`src/rtl/swm_pkg.sv`:
```
`timescale 1ns / 1ps
// shared types and constants of the sliding window median filter
// no dependencies; used by the cell, the output queue and the top level

package swm_pkg;

	// width of the window size register and its reset value
	localparam int CFG_W = 7;
	localparam logic [CFG_W-1:0] CFG_RESET = 7'd3;

	// entries in the result queue ahead of the output port
	localparam int OUTQ_DEPTH = 4;

	// per-cycle command broadcast to every cell of the chain
	typedef struct packed {
		logic accept;   // a sample beat is taken this cycle
		logic drain;    // drop the oldest cell without inserting
		logic clr;      // start of a new stream: every cell counts as empty
		logic drop_en;  // the cell whose age matches the drop age leaves
	} swm_ctl_t;

endpackage

```
`src/rtl/swm_cell.sv`:
```
`timescale 1ns / 1ps
// one cell of the sorted chain: holds a sample, its age and a valid flag
// depends on swm_pkg for the broadcast command struct

module swm_cell #(
	parameter int SAMPLE_BITS = 32,
	parameter int AGE_W = 6,
	parameter int IDX = 0
) (
	input  logic                   clk,
	input  logic                   arst_n,
	input  swm_pkg::swm_ctl_t      ctl,
	input  logic [SAMPLE_BITS-1:0] new_sample,
	input  logic [AGE_W-1:0]       drop_age,
	input  logic [AGE_W-1:0]       med_idx,
	input  logic                   left_valid,
	input  logic                   left_le,
	input  logic [SAMPLE_BITS-1:0] left_value,
	input  logic [AGE_W-1:0]       left_age,
	input  logic                   right_valid,
	input  logic                   right_le,
	input  logic [SAMPLE_BITS-1:0] right_value,
	input  logic [AGE_W-1:0]       right_age,
	input  logic                   del_in,
	output logic                   del_out,
	output logic                   valid,
	output logic                   le,
	output logic [SAMPLE_BITS-1:0] value,
	output logic [AGE_W-1:0]       age,
	output logic [SAMPLE_BITS-1:0] med_word
);

	logic                   valid_q;
	logic [SAMPLE_BITS-1:0] value_q;
	logic [AGE_W-1:0]       age_q;

	logic                   del_self;
	logic                   del_here;
	logic                   cur_valid, cur_le, prev_valid, prev_le;
	logic [SAMPLE_BITS-1:0] cur_value, prev_value;
	logic [AGE_W-1:0]       cur_age, prev_age;
	logic                   valid_d;
	logic [SAMPLE_BITS-1:0] value_d;
	logic [AGE_W-1:0]       age_d;

	// view of this cell as seen by its neighbors this cycle
	assign valid = valid_q && !ctl.clr;
	assign le = valid && ($signed(value_q) <= $signed(new_sample));
	assign value = value_q;
	assign age = age_q;

	// drop marker ripples toward higher cells
	assign del_self = valid && ctl.drop_en && (age_q == drop_age);
	assign del_here = del_in || del_self;
	assign del_out = del_here;

	// contents of this slot and the one below after the drop closes up
	always_comb begin
		if (del_here) begin
			cur_valid = right_valid;
			cur_le = right_le;
			cur_value = right_value;
			cur_age = right_age;
		end else begin
			cur_valid = valid;
			cur_le = le;
			cur_value = value_q;
			cur_age = age_q;
		end
		if (del_in) begin
			prev_valid = valid;
			prev_le = le;
			prev_value = value_q;
			prev_age = age_q;
		end else begin
			prev_valid = left_valid;
			prev_le = left_le;
			prev_value = left_value;
			prev_age = left_age;
		end
	end

	// insert: keep smaller-or-equal, take the new sample at the boundary, else shift up; drain closes up
	always_comb begin
		valid_d = valid_q;
		value_d = value_q;
		age_d = age_q;
		if (ctl.accept) begin
			if (cur_le) begin
				valid_d = cur_valid;
				value_d = cur_value;
				age_d = cur_age + AGE_W'(1);
			end else if (prev_le) begin
				valid_d = 1'b1;
				value_d = new_sample;
				age_d = '0;
			end else begin
				valid_d = prev_valid;
				value_d = prev_value;
				age_d = prev_age + AGE_W'(1);
			end
		end else if (ctl.drain) begin
			valid_d = cur_valid;
			value_d = cur_value;
			age_d = cur_age;
		end
	end

	// cell state
	always_ff @(posedge clk or negedge arst_n) begin
		if (!arst_n) begin
			valid_q <= 1'b0;
		end else begin
			valid_q <= valid_d;
		end
	end

	always_ff @(posedge clk) begin
		value_q <= value_d;
		age_q <= age_d;
	end

	// contribution to the median read-out
	assign med_word = (med_idx == AGE_W'(IDX)) ? value_q : '0;

endmodule

```
`config.mk`:
```
export PLATFORM = sky130hd
export DESIGN_NAME = swm_cell
export DESIGN_NICKNAME = d
export VERILOG_FILES = /design/src/rtl/swm_pkg.sv /design/src/rtl/swm_cell.sv
export SDC_FILE = /design/constraint.sdc
export NUM_CORES = 1
export LEC_CHECK = 0
export BUFFER_PORTS_ARGS = -buffer_cell sky130_fd_sc_hd__buf_4
export CORE_MARGIN = 2
export CORE_UTILIZATION = 35
export CTS_CLUSTER_DIAMETER = 80
export DETAILED_ROUTE_END_ITERATION = 12
export HOLD_SLACK_MARGIN = 0.06
export PLACE_DENSITY = 0.75
export SLEW_MARGIN = 10
export SYNTH_ARGS = -nofsm -noshare
export SYNTH_HDL_FRONTEND = slang
export SYNTH_SLANG_ARGS = --single-unit
export TNS_END_PERCENT = 30
```
`constraint.sdc`:
```
create_clock -name clk -period 4.01 [get_ports clk]
set_clock_uncertainty 0.05 [all_clocks]
set_input_delay 0.401 -clock clk [delete_from_list [all_inputs] [get_ports clk]]
set_output_delay 0.401 -clock clk [all_outputs]
set_load 0.1 [all_outputs]
```
; ---- Yosys cells after proc, flatten, opt, wreduce, memory -nomap -nowiden
; Index checks and enable logic that the tools add are counted.
; Widths: inputs -> output; s select.
[classes]
n_addsub = 2
order_cmp = 1
n_eq_ne = 2
n_mux = 21
n_reduce_logical = 9
[op_table]
columns = cell, count
row1 = $mux 32, 7
row2 = $mux 6, 6
row3 = $le 32x32->1, 1
row4 = $add 6x1->6 const B, 2
row5 = $mux 1, 8
row6 = $eq 6x6->1, 1
row7 = $logic_not 6->1, 1
row8 = $logic_and 1x1->1, 4
row9 = $ne 4x2->1 const B, 1
row10 = $reduce_and 2->1, 1
row11 = $reduce_bool 2->1, 1
row12 = $logic_not 1->1, 1
row13 = $logic_or 1x1->1, 1
[word_totals]
reg_bits = 39
in_bits = 131
out_inout_bits = 73

; ---- Longest topological paths before layout
[logic_depth]
depth_word = 9
mapped_depth = 12
ltp_nobuf = 10

; ---- Worst setup path before layout
; OpenSTA, ideal clock, no wires.
[synth_path]
kind = register to register
from = reg value_q[1], in the netlist value[1]
to = reg value_q[0], in the netlist value[0], enable pin
arrival_time_ps = 5102
required_time_ps = 3539
setup_slack_ps = -1563
stages_incl_launch_ff = 10
path_buffers = 0
period_less_slack_ps = 5573
path_cell_list = edfxtp_1 -> ha_1 -> nor2b_1 -> o211ai_1 -> a21boi_1 -> o41ai_1 -> a21oi_2 -> nor2_1 -> nor3_1 -> nor2_1
[synth_via]
elab_chain_len = 5
[synth_rtl]
columns = item, line
row1 = "start, declared", swm_cell.sv:34  ; logic [SAMPLE_BITS-1:0] value_q;
row2 = "start signal, assigned", swm_cell.sv:119  ; value_q <= value_d;
row3 = $le 32x32->1 (*), swm_cell.sv:48  ; assign le = valid && ($signed(value_q) <= $signed(new_sample));
row4 = $logic_and 1x1->1 (*), swm_cell.sv:48
row5 = net le, swm_cell.sv:27  ; output logic le,
row6 = $mux 1 (on tied branches), "swm_cell.sv:59, swm_cell.sv:70"
row7 = $ne 4x2->1 (no source line) (*), --
row8 = $reduce_and 2->1 (no source line) (*), --
; The timed path passes the listed nets; every way through them passes the cells marked *.
; A chain may end at the register's enable or synchronous reset.

; ---- Worst setup path in the final report
[layout_path]
from = reg value_q[15], in the netlist value[15]
to = reg value_q[30], in the netlist value[30] (data pin)
[layout_via]
elab_chain_len = 6
[layout_rtl]
columns = item, line
row1 = $le 32x32->1 (*), swm_cell.sv:48
row2 = $logic_and 1x1->1 (*), swm_cell.sv:48
row3 = $mux 1, swm_cell.sv:70  ; if (del_in) begin
row4 = $mux 32, swm_cell.sv:93  ; end else if (prev_le) begin
row5 = $mux 32 (*), swm_cell.sv:89  ; if (cur_le) begin
row6 = $mux 32 (*), swm_cell.sv:88  ; if (ctl.accept) begin
row7 = net value_d[30], swm_cell.sv:43  ; logic [SAMPLE_BITS-1:0] value_d;
; Marks and branches as above.

==> results.yml <==
status:
  status: "complete, no violations"
logic_synthesis:
  synth-seq-area-share_pct: 29.4
  avgSynthCellArea_sq_um: 9.78
  async_reset_ff_share_pct: 2.56
  synthMuxAreaShare_pct: 27.9
  ys_warn_count: 0
  ys_types: 49
  synth_simple_gate_area_share_pct: 14.2
  syn_nets: 570
  yosys.area.top_type: "edfxtp_1"
  ys.flop_type: "edfxtp_1"
  synth_top_area_share_pct: 28.8
  synth-seq-cells: 39
  synth_area_leaders: "edfxtp_1 (29%), mux2i_1 (27%), ha_1 (11%)"
  synth-xor-area-share_pct: 2.21
  synth_top_family_by_area: "multiplexers"
  synth_compound_area_share_pct: 8.78
  synth_fa_ha_area_share_pct: 10.7
  synth_edf_count: 38
  syn_area_sq_um: 3960
  synth_cells: 405
timing:
  hold_slack_ps: 374
  fin_crit_sh_pct: 90.9
  slew_headroom_pct: 27.9
  fin_crit_ps: 3640
  maxSlewViolCount: 0
  final_hold_viol_count: 0
  tns_ps: 0
  worstMarginPinSlew_ps: 1080
  fmax_mhz: 274
  rsz0062_at_grt: "no"
  setup_viol: 0
grt:
  grt-ovfl-total: 0
  grt_pass1_wl_mm: 18.1
  grt_antenna_before_repair: 0
  grt_usage_pct: 19.0
  first_global_vias: 3722
  grt_max_degree: 33
placement:
  dpl_cell_area_sq_um: 5630
  port_buffers: 203
  gp_congestion: 0.816
  hpwl_mm: 9.54
clocking:
  cts_tree: "done"
  clk_pin_slew_ps: 60
  clk_path_buf_depth: 2
  post_cts_buffers: 0
  cts.sinks: 39
  cts_resized: 0
  cts_max_level: 2
  cts_hold_buf: 1
  clock-root-buffer: "clkbuf_16"
  clock_latency_ps: 280
  cts_buffers: 5
drt:
  wire_per_inst_um: 16.4
  vias_per_cell: 5.15
  drc: 0
  drt_iter0_drc: 168
  firstDrtPassIters: 5
  wl_mm: 12.2
  vias: 3824
  final_antenna_net_count: 0
setup_path:
  cp-start-kind: "register"
  worst-path-max-fanout: 32
  r2r_slack_ps: 370
  crit_type: "reg -> reg"
  required_ps: 3950
  arrival_ps: 3580
  end_kind: "register"
floorplanning:
  core_sq_um: 10900
  num_io_pins: 204
  die_area_sq_um: 12200
  die_width_um: 110
  start_util_pct: 36.2
  rows: 38
  die_y_um: 110
layout:
  diodes: 0
  n_fill_cell: 1011
  synthToLayoutAreaGrowth_pct: 45.9
  finalNetCount: 767
  finalInstanceArea_sq_um: 5780
  drive_above_1_share_pct: 38.0
  final_cell_mix: "buf_4 (208), mux2i_1 (108), inv_1 (42), edfxtp_1 (38), ha_1 (34)"
  final_common_cell: "buf_4"
job:
  cap_violations: 0
pwr:
  peakVddDrop_v: 0.000217
  leakagePower_nw: 2.97
  powerDensity_nw_per_um2: 375
worst_hold_path:
  hold_class: "in -> async"
-- sequential cells by signal, summed over array words and instances (netlist names) --
signal	flops
age	6
valid_q	1
value	32
-- cell families after synthesis --
group                      Yosys count
muxes                              110
adders and majority gates           34
buffers and inverters               61
xor gates and xnor gates            10
and+or+nand+nor                    104
DFF                                 39
AOI/OAI and AO/OA                   47
-- final timing paths --
path                             from         to  depth (start not counted)
max reg2reg                 value[15]  value[30]                          9
max in group asynchronous      arst_n    valid_q                          2
min reg2reg                   valid_q    valid_q                          2
max                         value[15]  value[30]                          9
min in group clk           left_valid    valid_q                          3
min                            arst_n    valid_q                          2
-- power by group --
| part | switching [mW] | total [mW] | leakage [nW] | internal [mW] |
|---|---|---|---|---|
| combinational | 0.796 | 1.16 | 2.51 | 0.363 |
| clock | 0.160 | 0.390 | 0.0679 | 0.230 |
| sequential | 0.0804 | 0.619 | 0.396 | 0.539 |
-- area by class of cell --
cell class	count	area [sq um]	share of cell area [%]
clock buffer	7	133	2.30
clock inverter	1	5.00	0.0866
inverter	42	158	2.73
multi-input combinational	305	2570	44.5
sequential	39	1170	20.2
tap	140	175	3.03
timing repair buffer	209	1570	27.2
-- stage by stage --
| stage | utilization, % | total power, mW | worst slack (ps) | instances |
|---|---|---|---|---|
| after floorplan | - | 1.47 | 99.8 | 405 |
| after global placement | 51.5 | 1.77 | 398 | 734 |
| after detailed placement | 51.5 | 1.79 | 316 | 734 |
| after CTS | 52.8 | 2.18 | 348 | 743 |
| after global routing | 52.8 | 2.27 | 104 | 743 |
| final | 52.8 | 2.17 | 367 | 743 |
-- synth_stat cells (3+ instances only) --
cell type  number
mux2i_1       108
inv_1          42
edfxtp_1       38
ha_1           34
and2_1         31
nand2_1        21
nor2_1         15
a21oi_1        14
nand3_1         8
xor2_1          8
buf_2           7
o21ai_0         7
nand4_1         6
nor3_1          6
a221o_1         5
clkbuf_1        5
buf_6           4
buf_1           3
nor4_1          3
-- critical path, cell delays in order (launching register included) --
cell and delay (ps):
edfxtp_1 450, ha_1 350, nand4_1 160, nor3_1 120, a21boi_1 140, o41ai_1 460, a21oi_2 200, o22ai_2 290
or2_2 900, mux2i_1 200
-- layer usage --
| layer | vias to the layer above | track usage (%) | wire length (um) | part of all wire [%] |
|---|---|---|---|---|
| met5 | - | 0 | 0 | 0 |
| met3 | 12 | 2.70 | 958 | 7.9 |
| met1 | 1770 | 23.7 | 5020 | 41 |
| met4 | 0 | 3.13 | 92 | 0.76 |
| met2 | 178 | 35.0 | 6100 | 50 |
| li1 | 1864 | - | - | - |
No activity file was read; power rests on OpenSTA's default activity.
