File: config.mk
export PLATFORM = sky130hd
export DESIGN_NAME = swm_outq
export DESIGN_NICKNAME = d
export VERILOG_FILES = /design/src/rtl/swm_pkg.sv /design/src/rtl/swm_outq.sv
export SDC_FILE = /design/constraint.sdc
export NUM_CORES = 1
export LEC_CHECK = 0
export ABC_AREA = 0
export BUFFER_PORTS_ARGS = -buffer_cell sky130_fd_sc_hd__buf_2
export CAP_MARGIN = 20
export CORE_ASPECT_RATIO = 1.75
export CORE_UTILIZATION = 55
export DETAILED_ROUTE_END_ITERATION = 16
export GPL_ROUTABILITY_DRIVEN = 0
export PLACE_DENSITY = 0.88
export SETUP_SLACK_MARGIN = 0.1
export SYNTH_ARGS = -nofsm -noshare
export SYNTH_HDL_FRONTEND = slang
export SYNTH_SLANG_ARGS = --single-unit
File: constraint.sdc
create_clock -name clk -period 2.7 [get_ports clk]
set_clock_uncertainty 0.2 [all_clocks]
set_input_delay 0.135 -clock clk [delete_from_list [all_inputs] [get_ports clk]]
set_output_delay 0.135 -clock clk [all_outputs]
set_load 0.02 [all_outputs]
File: src/rtl/swm_pkg.sv
`timescale 1ns / 1ps
// shared types and constants of the sliding window median filter
// no dependencies; used by the cell, the output queue and the top level

package swm_pkg;

	// width of the window size register and its reset value
	localparam int CFG_W = 7;
	localparam logic [CFG_W-1:0] CFG_RESET = 7'd3;

	// entries in the result queue ahead of the output port
	localparam int OUTQ_DEPTH = 4;

	// per-cycle command broadcast to every cell of the chain
	typedef struct packed {
		logic accept;   // a sample beat is taken this cycle
		logic drain;    // drop the oldest cell without inserting
		logic clr;      // start of a new stream: every cell counts as empty
		logic drop_en;  // the cell whose age matches the drop age leaves
	} swm_ctl_t;

endpackage

File: src/rtl/swm_outq.sv
`timescale 1ns / 1ps
// small result queue between the median read-out and the output port
// depends on swm_pkg for its depth

module swm_outq #(
	parameter int DATA_W = 32
) (
	input  logic                                         clk,
	input  logic                                         arst_n,
	input  logic                                         push,
	input  logic [DATA_W-1:0]                            push_data,
	output logic                                         out_valid,
	input  logic                                         out_ready,
	output logic [DATA_W-1:0]                            out_data,
	output logic [$clog2(swm_pkg::OUTQ_DEPTH + 1)-1:0]   count
);

	localparam int DEPTH = swm_pkg::OUTQ_DEPTH;
	localparam int PTR_W = (DEPTH > 1) ? $clog2(DEPTH) : 1;
	localparam int CNT_W = $clog2(DEPTH + 1);

	logic [DATA_W-1:0] entry_q [DEPTH];
	logic [PTR_W-1:0]  wr_ptr_q, rd_ptr_q;
	logic [CNT_W-1:0]  count_q;
	logic              pop;

	assign pop = out_valid && out_ready;
	assign out_valid = (count_q != '0);
	assign out_data = entry_q[rd_ptr_q];
	assign count = count_q;

	// pointers and fill count
	always_ff @(posedge clk or negedge arst_n) begin
		if (!arst_n) begin
			wr_ptr_q <= '0;
			rd_ptr_q <= '0;
			count_q <= '0;
		end else begin
			if (push) begin
				wr_ptr_q <= (wr_ptr_q == PTR_W'(DEPTH - 1)) ? '0 : wr_ptr_q + PTR_W'(1);
			end
			if (pop) begin
				rd_ptr_q <= (rd_ptr_q == PTR_W'(DEPTH - 1)) ? '0 : rd_ptr_q + PTR_W'(1);
			end
			case ({push, pop})
				2'b10: count_q <= count_q + CNT_W'(1);
				2'b01: count_q <= count_q - CNT_W'(1);
				default: count_q <= count_q;
			endcase
		end
	end

	// entry storage
	always_ff @(posedge clk) begin
		if (push) begin
			entry_q[wr_ptr_q] <= push_data;
		end
	end

endmodule

== Yosys cells after proc, flatten, opt, wreduce, memory -nomap -nowiden ==
Memories as Yosys holds them, arrays and structs flattened.
Cells that the tools add are included.
Storage, ports and cells
  latch bits: 0
  memory bits (read-only): 0
  flip-flop bits (word level): 7
  memory bits (writable): 128
  memories kept: 1
  word-level logic and storage cells: 20
Memories
  entry_q: depth 4, width 32, read ports 1, clocked after Yosys merged registers in 0, write ports 1, RTL line swm_outq.sv:22  | logic [DATA_W-1:0] entry_q [DEPTH];
Operators by class
  reduce and logical (&&, ||, !) cells: 3
  add/subtract/negate cells: 4
  bitwise operators: 0
  muxes and demuxes: 5
  shift operators: 0
  multipliers: 0
  equality and inequality tests: 4
  div/mod/pow operators: 0
  magnitude comparators: 0
Operators with widths (number)
  2-bit equality test (second input constant): 3
  3-bit case mux with 2 select lines: 1
  2-bit by 1-bit adder with 2-bit output (second input constant): 2
  2-bit 2-to-1 mux: 2
  3-bit by 1-bit adder with 3-bit output (second input constant): 1
  3-bit nonzero test: 1
  3-bit by 1-bit subtractor with 3-bit output (second input constant): 1
  2-bit by 1-bit equality test with 1-bit output (second input constant): 1
  1-bit 2-to-1 mux: 2
  2-bit nonzero test: 1
  1-bit logical AND: 1

== Logic depth before layout (Yosys ltp) ==
Gate-level depths: netlist of the first run.
  word-level depth: 4
  depth in mapped cells: 9
  gate-level depth less buffers: 9

== Worst setup path before layout of the first run ==
OpenSTA, ideal clock, no wires.
  path kind: register to register
  start point: register count_q[0], in the netlist count[0]
  end point: register count_q[2], in the netlist count[2]
  arrival time: 1.804 ns
  setup slack: 0.565 ns
  cell stages (with the launch flop): 10
  path buffers: 0
  cells stage by stage: dfrtp_1 > or3_4 > nand2_2 > inv_1 > ha_1 > inv_1 > fa_1 > xor2_1 > nor2_1 > xor2_1
On the way
  word-level cells in the longest chain between the ends: 4
  elaborated cells between the ends (all ways): 8
  those cells by class: add/sub (2); eq/ne (2); mux (1); reduce/logical (3)
Ends and longest elaborated chain
  start, declared: RTL line swm_outq.sv:24  | logic [CNT_W-1:0] count_q;
  start signal, assigned: RTL line swm_outq.sv:46  | 2'b10: count_q <= count_q + CNT_W'(1);
  start signal, assigned: RTL line swm_outq.sv:47  | 2'b01: count_q <= count_q - CNT_W'(1);
  start signal, assigned: RTL line swm_outq.sv:48  | default: count_q <= count_q;
  3-bit nonzero test (*): RTL line swm_outq.sv:28  | assign out_valid = (count_q != '0);
  via out_valid: RTL line swm_outq.sv:12  | output logic out_valid,
  1-bit logical AND (*): RTL line swm_outq.sv:27  | assign pop = out_valid && out_ready;
  via pop: RTL line swm_outq.sv:25  | logic pop;
  2-bit by 1-bit equality test with 1-bit output / 2-bit equality test (equally long branches): RTL line swm_outq.sv:45  | case ({push, pop})
  3-bit case mux with 2 select lines / 2-bit nonzero test (equally long branches)
Mark *: on every way through the listed nets, which the timed path passes. The rest lies on a longest branch.
A chain may end at the register's enable or synchronous reset.

== Worst setup path in the final report of the first run ==
  start point: register rd_ptr_q[0]
  end point: output out_data[19]
On the way
  word-level cells in the longest chain between the ends: 1
Ends and longest elaborated chain
  start, declared: RTL line swm_outq.sv:23  | logic [PTR_W-1:0] wr_ptr_q, rd_ptr_q;
  start signal, assigned: RTL line swm_outq.sv:43  | rd_ptr_q <= (rd_ptr_q == PTR_W'(DEPTH - 1)) ? '0 : rd_ptr_q + PTR_W'(1);
  memory read 4 x 32 bit
  end, declared: RTL line swm_outq.sv:14  | output logic [DATA_W-1:0] out_data,
No other way between the ends.

==> results.cfg, run 1 <==
[timing]
setup_slack_ps = 307
final-max-slew-violation-count = 0
unrepaired_setup_endpoints_after_global_routing = false
hold_ws_ps = 272
tightest_pin_transition_ps = 849
finalCriticalPeriod_ps = 2390
slew_headroom_pct = 43.4
clock.fmax_mhz = 418
setup_total_negative_slack_ps = 0
timing.final.crit_share_pct = 88.6
finalHoldViolCount = 0
finalSetupViolCount = 0

[logic_synthesis]
synth_simple_gate_area_share_pct = 1.18
synth_xor_area_share_pct = 0.516
compound_gate_fraction_of_synth_area_pct = 0.196
main_combinational_cell_family_by_area_after_synthesis = multiplexers
postSynthRegisterBits = 135
synthesis.yosys.warnings = 0
yosys.area_share.adder_pct = 1.87
postSynthNetCount = 250
postSynthAreaPerCell_um2 = 24.6
proportion_of_synthesized_area_in_mux_cells_pct = 15.1
synth.cell_area_um2 = 5090
post_synth_num_cell_types = 22
ys_seq_area_share_pct = 78.9
netlist_instances = 207

[layout]
final_non_filler_cell_total = 465
mostFrequentLayoutCell = edfxtp_1
mostFrequentLayoutCells = edfxtp_1, buf_2, dlygate4sd3_1
final_design_area_no_fill_um2 = 6530
utilization_pct = 72.2
final_nets = 375
area_growth_synth_to_finish_pct = 28.1
antennaDiodeCount = 0
drive_gt1_share_pct = 41.4

[clock_tree]
cts_tree = done
clock_tree.root_cell = clkbuf_16
ctsResizeCount = 0
tritoncts.num_buffers = 17
postCtsSetupRepairBufs = 0
cts_sinks = 135
cts-root-to-sink-buffers = 2
clkTransAtPathRegs_ps = 60
holdBufCountCts = 36
worst_skew_pair.late_latency_ps = 410
cts.htree.levels = 4

[pwr]
p_leak_nw = 2.36
fin_total_pwr_mw = 7.12
peakVddDrop_uv = 726
pwr_density_cell_nw_per_um2 = 1090
power.share.combinational_pct = 29.8
pwr-share-clk_pct = 30.0
p_switching_mw = 2.15
switching_power_share_of_the_total_pct = 30.2
seq_power_share_pct = 40.2
power.internal_mw = 4.97

[setup_path]
start_kind = register
worstPathRequired_ps = 2370
cp-end-kind = output pin
cp_data_arrival_time_ps = 2060
setup_cp_type = reg2out
path_max_fanout = 23

[floorplan]
row_count = 46
initial_core_util_pct = 56.4
die_y_um = 129
boundary_pin_count = 72
placeableCoreArea_um2 = 9040
fp.dieW_um = 74.8
fp.dieArea_um2 = 9670

[placed_design]
port_buffers = 71
post-place-cells = 397
preCtsSetupSlack_ps = 562
place_hpwl_um = 5370
detailed_place.area_um2 = 5610

[routing]
via_density_per_instance = 5.37
drt_first_pass_iters = 4
number_of_nets_still_failing_antenna_checks_after_routing = 0
dr_total_vias = 2496
avgRoutedWirePerCell_um = 19.3
detail_route.iter0.violations = 142
drcViolationCount = 0
drt-total-wl_um = 8970

[global_route]
global_route_wire_length_before_repair_um = 14000
antenna_found_initial = 0
global_route.overflow_total = 0
grt_max_degree = 33
grtUsageTotal_pct = 21.1
via_count_of_the_first_global_routing_pass = 2788

[flow_run]
cap_viol_max_count = 0

[run_status]
status = finished, final reports clean

[min_path]
worst_hold_path_type = in2reg
cells by family (layout without fill, tap and decap cells):
logic type	count (synthesis)	after routing
AOI/OAI and AO/OA	2	2
xor gates and xnor gates	3	3
and+or+nand+nor	10	10
buffers and inverters	15	153
DFF	135	135
adders and majority gates	7	7
muxes	35	35
Yosys cell counts:
master / n / area [µm²]
or3_4: 1 / 11.3
mux2i_1: 1 / 10.0
mux4_2: 28 / 631
dfrtp_1: 7 / 175
buf_12: 3 / 60.1
edfxtp_1: 128 / 3840
nand2_2: 1 / 6.26
or3_1: 1 / 6.26
nor2_1: 2 / 7.51
nand2_1: 1 / 3.75
fa_1: 1 / 20.0
o21ai_0: 2 / 10.0
buf_2: 3 / 15.0
xor2_1: 2 / 17.5
and2_1: 4 / 25.0
buf_6: 1 / 11.3
inv_1: 7 / 26.3
xnor2_1: 1 / 8.76
mux4_1: 4 / 105
mux2_2: 2 / 22.5
ha_1: 6 / 75.1
clkbuf_1: 1 / 3.75
routing by layer:
layer  part of all wire, %  GRT usage (%)  wire (µm)  up-vias
met3                   3.7           5.60        330       21
met1                    38           24.6       3450     1287
li1                      -              -          -     1111
met5                     0              0          0        -
met4                   2.4           10.5        216        0
met2                    55           35.6       4970       77
worst paths after layout:
path                               start        endpoint  slack (ps)  depth (start not counted)
max                          rd_ptr_q[0]    out_data[19]         310                          3
min                        push_data[28]  entry_q[1][28]         270                          2
max reg2reg                     count[0]        count[2]         520                          9
min reg2reg                     count[2]        count[2]         330                          1
max in group asynchronous         arst_n     rd_ptr_q[0]        1500                          3
min in group asynchronous         arst_n        count[0]         510                          3
final cells by class:
class                      instances  area [µm²]
multi-input combinational         57         965
clock inverter                     8        76.3
tap                              120         150
clock buffer                      24         482
fill                             544        2510
sequential                       135        4020
inverter                           7        26.3
timing repair buffer             114         806
worst max-delay path, cell delays in order (launching register included):
cell	delay [ps]
dfrtp_2	640
buf_12	280
mux4_2	540
buf_2	180
sequential cells by signal, summed over array words and instances (netlist names):
signal,flops
entry_q,128
count,3
rd_ptr_q,2
wr_ptr_q,2
power by group through the flow:
| stage | Clock (mW) | Combinational [mW] | Sequential [mW] |
|---|---|---|---|
| after global routing | 2.25 | 2.27 | 2.89 |
| after floorplan | 0 | 1.56 | 2.85 |
| after detailed placement | 0 | 2.10 | 2.90 |
| after global placement | 0 | 2.05 | 2.87 |
| after CTS | 2.16 | 2.15 | 2.86 |
| final | 2.14 | 2.12 | 2.86 |
No activity file was read; power rests on OpenSTA's default activity.
==> run 2, diff against run 1 <==
--- a/config.mk
+++ b/config.mk
@@ -12,6 +12,7 @@
 export CORE_UTILIZATION = 55
 export DETAILED_ROUTE_END_ITERATION = 16
 export GPL_ROUTABILITY_DRIVEN = 0
+export MAX_ROUTING_LAYER = met4
 export PLACE_DENSITY = 0.88
 export SETUP_SLACK_MARGIN = 0.1
 export SYNTH_ARGS = -nofsm -noshare
==> run 2 against run 1 <==
Final area unchanged. Core utilization unchanged. Total power about the same. Clock power about the same. Hold slack got worse by 0.98 ps. Global-route usage increased by 0.60 points. Sequential power about the same. Non-clock buffer count unchanged. Die area unchanged. Via count decreased by 0.48%. Flip-flop and latch count unchanged. Largest power group unchanged.
==> results.cfg, run 2 (synthesized netlist as in run 1, its figures left out) <==
[routing]
met1_length_um = 3500
drt_first_pass_iters = 4
highest_layer = met4
detail_route.iter0.violations = 141
met2_length_um = 4980
drcViolationCount = 0
via_density_per_instance = 5.34
number_of_nets_still_failing_antenna_checks_after_routing = 0
drt-total-wl_um = 9000
dr_total_vias = 2484
wl_met3_um = 335
avgRoutedWirePerCell_um = 19.4

[placed_design]
port_buffers = 71
place_hpwl_um = 5370

[timing]
slew_headroom_pct = 41.5
finalCriticalPeriod_ps = 2400
final-max-slew-violation-count = 0
timing.final.crit_share_pct = 88.8
hold_ws_ps = 271
finalHoldViolCount = 0
clock.fmax_mhz = 417
unrepaired_setup_endpoints_after_global_routing = false
tightest_pin_transition_ps = 877
setup_total_negative_slack_ps = 0
finalSetupViolCount = 0

[layout]
antennaDiodeCount = 0
mostFrequentLayoutCell = edfxtp_1
max_reg_flops = 128
registers.top_by_ff_count = entry_q
num-fill-cells = 544
area_growth_synth_to_finish_pct = 28.1
drive_gt1_share_pct = 41.4
mostFrequentLayoutCells = edfxtp_1, buf_2, dlygate4sd3_1
final_nets = 375

[clock_tree]
clock_tree.root_cell = clkbuf_16
holdBufCountCts = 36
ctsResizeCount = 0
tritoncts.num_buffers = 17
cts.htree.levels = 4
worst_skew_pair.late_latency_ps = 410
cts_sinks = 135
cts_tree = done
cts-root-to-sink-buffers = 2
postCtsSetupRepairBufs = 0
clkTransAtPathRegs_ps = 60

[pwr]
peakVddDrop_uv = 725
pwr_density_cell_nw_per_um2 = 1090
fin_total_pwr_mw = 7.12
p_leak_nw = 2.36

[global_route]
global_route.overflow_total = 0
via_count_of_the_first_global_routing_pass = 2794
grtUsageTotal_pct = 21.7
grt_max_degree = 33
antenna_found_initial = 0
global_route_wire_length_before_repair_um = 14000

[setup_path]
cp_data_arrival_time_ps = 2060
setup_cp_type = reg2out
worstPathRequired_ps = 2370
cp-end-kind = output pin
path_max_fanout = 23
start_kind = register
critical_path.slowest_cell = dfrtp_2
slowest_stage_delay_cp_ps = 650
cp_cell_sequence = buf_12 -> mux4_2 -> buf_2

[floorplan]
fp.dieW_um = 74.8
placeableCoreArea_um2 = 9040
die_y_um = 129
fp.dieArea_um2 = 9670
row_count = 46
initial_core_util_pct = 56.4
boundary_pin_count = 72

[flow_run]
cap_viol_max_count = 0

[min_path]
worst_hold_path_type = in2reg

[run_status]
status = finished, final reports clean
run 2: final cells by class:
type	instances	area, µm²	area share, %
clock inverter	8	76.3	1.17
timing repair buffer	114	806	12.3
tap	120	150	2.30
multi-input combinational	57	965	14.8
inverter	7	26.3	0.403
sequential	135	4020	61.6
clock buffer	24	482	7.38
run 2: worst paths after layout:
check / from / endpoint / slack [ps] / cells past startpoint
worst min register to register: count[2] / count[2] / 330 / 1
worst max register to register: count[0] / count[2] / 520 / 9
worst min-delay path: push_data[28] / entry_q[1][28] / 270 / 2
worst max-delay path: rd_ptr_q[0] / out_data[19] / 300 / 3
max in group asynchronous: arst_n / rd_ptr_q[0] / 1500 / 3
min in group asynchronous: arst_n / count[0] / 510 / 3
run 2: worst max-delay path: cells and delay by family, from the launching register on:
kind | cells | cell delay [ps]
buffers and inverters | 2 | 460
flip-flops | 1 | 650
multiplexers | 1 | 540
run 2: report_power, final:
group / total [mW] / internal (mW) / switching (mW)
Clock: 2.14 / 1.33 / 0.801
Combinational: 2.12 / 0.932 / 1.19
Sequential: 2.86 / 2.70 / 0.160
Total: 7.12 / 4.97 / 2.15
run 2: metrics by stage:
stage | std cells | setup slack, ps | cell area (µm²) | util (%)
after floorplan | 207 | 565 | 5090 | -
after global placement | 397 | 676 | 5610 | 62.0
after detailed placement | 397 | 562 | 5610 | 62.0
after CTS | 465 | 251 | 6530 | 72.2
after global routing | 465 | 198 | 6530 | 72.2
final | 465 | 301 | 6530 | 72.2
run 2: routing by layer:
layer	track usage, %	up-vias
met1	24.7	1274
met4	10.2	0
met3	5.44	16
met5	-	-
li1	-	1112
met2	35.6	82
